[src/sv/hct_ram.sv]
// hct_ram: generic single-port-write, single-read ram with registered read
// no dependencies
`default_nettype none
module hct_ram #(
  parameter int WIDTH = 8,
  parameter int DEPTH = 256
) (
  input  wire logic                     clk,
  input  wire logic                     we,
  input  wire logic [$clog2(DEPTH)-1:0] waddr,
  input  wire logic [WIDTH-1:0]         wdata,
  input  wire logic [$clog2(DEPTH)-1:0] raddr,
  output logic      [WIDTH-1:0]         rdata
);
  logic [WIDTH-1:0] mem [DEPTH];
  always_ff @(posedge clk) begin
    if (we) mem[waddr] <= wdata;
    rdata <= mem[raddr];
  end
endmodule
`default_nettype wire

[config.mk]
export PLATFORM = sky130hd
export DESIGN_NAME = hct_ram
export DESIGN_NICKNAME = d
export VERILOG_FILES = /design/src/sv/hct_ram.sv
export SDC_FILE = /design/constraint.sdc
export NUM_CORES = 2
export LEC_CHECK = 0
export BUFFER_PORTS_ARGS = -buffer_cell sky130_fd_sc_hd__buf_2
export CORE_MARGIN = 3
export CORE_UTILIZATION = 33
export DETAILED_ROUTE_END_ITERATION = 6
export MAX_ROUTING_LAYER = met4
export PLACE_DENSITY = 0.45
export SYNTH_ARGS = -nofsm -noshare
export SYNTH_HDL_FRONTEND = slang
export SYNTH_SLANG_ARGS = --single-unit
[constraint.sdc]
create_clock -name clk -period 2.3 [get_ports clk]
set_input_delay 0.115 -clock clk [delete_from_list [all_inputs] [get_ports clk]]
set_output_delay 0.115 -clock clk [all_outputs]
set_load 0.005 [all_outputs]
==> results.py <==
metrics = {
    "global_routing": {
        "grtUsageMet1_pct": 25.2,
        "grt_pass1_vias": 41981,
        "track_usage_pct": 18.7,
        "grt_pass1_wl_mm": 322,
        "grt_start_max_net_pins": 89,
        "use_met3_pct": 3.42,
        "grt_most_used_layer": "met2",
        "overflow": 0,
        "grtUsageMet2_pct": 29.5,
        "grt_antenna_before_repair": 15,
    },
    "die": {
        "rows": 179,
        "coreArea_um2": 239000,
        "die_x_um": 497,
        "dieArea_um2": 247000,
        "die_h_um": 497,
        "start_util_pct": 33.3,
        "io_pins": 34,
    },
    "worst_setup_path": {
        "crit_top_cell": "mux4_2",
        "worstPathArrival_ps": 3060,
        "crit_chain": "mux4_2, mux4_2, nor2_4, a2111oi_4, nor3_4, buf_6, nor4_2",
        "critPathCaptureType": "flip-flop",
        "crit_fanout": 1,
        "required_ps": 3010,
        "crit_family": "multiplexers",
        "cpPeakStageDelay_ps": 570,
        "critPathKind": "flip-flop to flip-flop",
        "crit_path_start_kind": "flip-flop",
        "critical-path-slowest-cell": "mux4_2",
        "critPathBufInv": 1,
    },
    "sta": {
        "maxSlewViolCount": 0,
        "slew_headroom_pct": 45.9,
        "hold_viol_final": 0,
        "fmax_mhz": 425,
        "setup_ws_ps": -52.7,
        "rsz0062_at_grt": "yes",
        "setup_viol_count_final": 3,
        "fin_crit_sh_pct": 102,
        "skew_ps": 27.1,
        "final.min_clock_period_ps": 2350,
        "tightest_slew_ps": 811,
    },
    "outcome": {
        "violations": "setup timing",
        "outcome": "finished with violations",
    },
    "placement": {
        "placed_cells": 7488,
        "dp_slack_ps": -1180,
        "hpwl_mm": 149,
        "place.gp.congestion": 0.799,
        "portBuffers": 33,
    },
    "power": {
        "comb_power_share_pct": 5.8,
        "leakage_nw": 31.4,
        "p_sw_share_pct": 21.7,
        "p_seq_share_pct": 51.4,
        "p_sw_mw": 17.5,
        "clkPwrFrac_pct": 42.8,
        "power_report.internal_total_mw": 63.1,
        "ir_worst_vdd_uv": 637,
        "powerDensity_nw_per_um2": 831,
    },
    "yosys": {
        "yosys_warnings": 0,
        "synth_fp_nets": 3759,
        "synthFlopType": "edfxtp_1",
        "synth_seq_area_share_pct": 77.5,
        "synthesis.instances": 3733,
        "yosysUniqueCellTypes": 55,
        "synth-seq-cells": 2056,
        "syn_avg_cell_area_um2": 21.3,
        "synth-edff-count": 2048,
        "async_reset_ff_share_pct": 0,
        "netlist_area_um2": 79600,
    },
    "detailed_routing": {
        "routed_wl_mm": 227,
        "via_count": 40687,
        "antenna_left": 0,
        "route.detailed.drc": 0,
        "firstDrtPassIters": 5,
        "post_drt_via_cell_ratio": 5.14,
        "wire_per_inst_um": 28.7,
        "drtIter0Drc": 3849,
    },
    "clock_network": {
        "cts_buffers": 220,
        "clock_latency_ps": 850,
        "clkSinkCount": 2056,
        "htree_levels": 4,
        "cts_tree": "built",
        "cts-root-buf": "clkbuf_16",
        "ctsLongestPathBuffers": 3,
        "path_clk_slew_ps": 60,
    },
    "layout": {
        "final_cells": 7923,
        "drive_above_1_share_pct": 34.3,
        "final_common_cell": "edfxtp_1",
        "final_nets": 4587,
        "area_growth_pct": 21.9,
        "nFillCells": 21371,
        "layout_common_cells": "2,048 x edfxtp_1, 693 x buf_4, 455 x mux4_2",
    },
    "flow_run": {
        "maxCapViolations": 0,
    },
    "hold_path": {
        "hp-class": "input pin to flip-flop",
    },
}
worst register-to-register path: stages (launching register included):
cell and delay (ps):
edfxtp_1 370, mux4_2 540, mux4_2 570, nor2_4 160, a2111oi_4 50, nor3_4 340, buf_6 160, nor4_2 30
sequential cells by signal (all words and copies together) (netlist names):
signal,cells
rdata,8
mem,2048
layout make-up:
type                    instances  area (µm²)  area share (%)
diodes                         12        30.0          0.0310
clock buffers                 271        5810            5.99
clock inverters               134        1200            1.24
inverters                       2        7.51         0.00774
multi-input cells            1442       16800            17.3
flip-flops and latches       2056       61700            63.6
well taps                    3167        3960            4.09
repair buffers                839        7560            7.80
per-layer routing:
layer / wire length (µm) / up-vias
met5: 0 / -
met1: 98200 / 21789
met2: 110000 / 1156
li1: - / 17423
met4: 5760 / 0
met3: 13700 / 319
power by group through the flow:
| stage | clock, mW | combinational, mW | sequential [mW] |
|---|---|---|---|
| after global placement | 0 | 4.66 | 42.2 |
| final | 34.5 | 4.68 | 41.4 |
| after global routing | 36.9 | 4.98 | 41.4 |
| after detailed placement | 0 | 4.68 | 42.2 |
| after CTS | 35.4 | 4.74 | 41.4 |
| after floorplan | 0 | 2.01 | 42.1 |
per-stage QoR:
step	area [µm²]	total power, mW	util [%]	hold WS [ps]	TNS [ps]
2_1_floorplan	79600	44.1	-	214	0
3_3_place_gp	89500	46.8	37.5	474	-7450
3_5_place_dp	89500	46.9	37.5	475	-7390
4_1_cts	96800	81.6	40.6	105	-385
5_1_grt	97000	83.2	40.6	149	-298
6_report	97000	80.6	40.6	171	-81.5
cells in the mapped netlist, drive strengths merged (2+ instances only):
cell	number	area (µm²)
nand3b	2	15.0
o22a	5	43.8
nor2b	31	194
o21ai	12	60.1
o22ai	28	175
buf	122	1030
nand4	10	62.6
nand3	34	170
and3b	2	17.5
o211ai	10	75.1
a21oi	96	480
a221oi	14	129
clkbuf	111	417
a22o	8	70.1
o32ai	5	51.3
mux4	456	10300
o221ai	47	418
or2	4	25.0
a22oi	133	998
a211oi	16	120
nand2b	8	50.1
and2	6	37.5
nor4	27	188
a311oi	2	17.5
edfxtp	2048	61500
dfxtp	8	160
nor2	282	1060
nor3	22	110
mux2i	134	1340
nand2	33	124
a2111oi	5	52.6
a31oi	2	12.5
final timing paths:
check / from / endpoint / slack (ps) / depth (start not counted)
min reg2reg: mem[32][5] / rdata[5] / 1150 / 8
min: raddr[4] / rdata[6] / 170 / 5
max: mem[130][1] / rdata[1] / -50 / 7
max reg2reg: mem[130][1] / rdata[1] / -50 / 7
cells by family (layout without fill, tap and decap cells):
kind of cell    after synthesis  count (layout)  share of synthesized area [%]
mux                         591             591                           14.6
other cells                   0              12                              0
compound gates              385             385                           3.42
buf+inv                     235            1246                           1.83
flops                      2056            2056                           77.5
simple gates                466             466                           2.63
what timing repair did:
item,in CTS,in global routing
gates resized for setup,13,24
endpoints found under the hold margin,1733,0
setup buffers,0,0
pin swaps,2,14
endpoints found under the setup margin,6,8
hold buffers,19,0
Note: power is estimated with default switching activity, not from simulation.
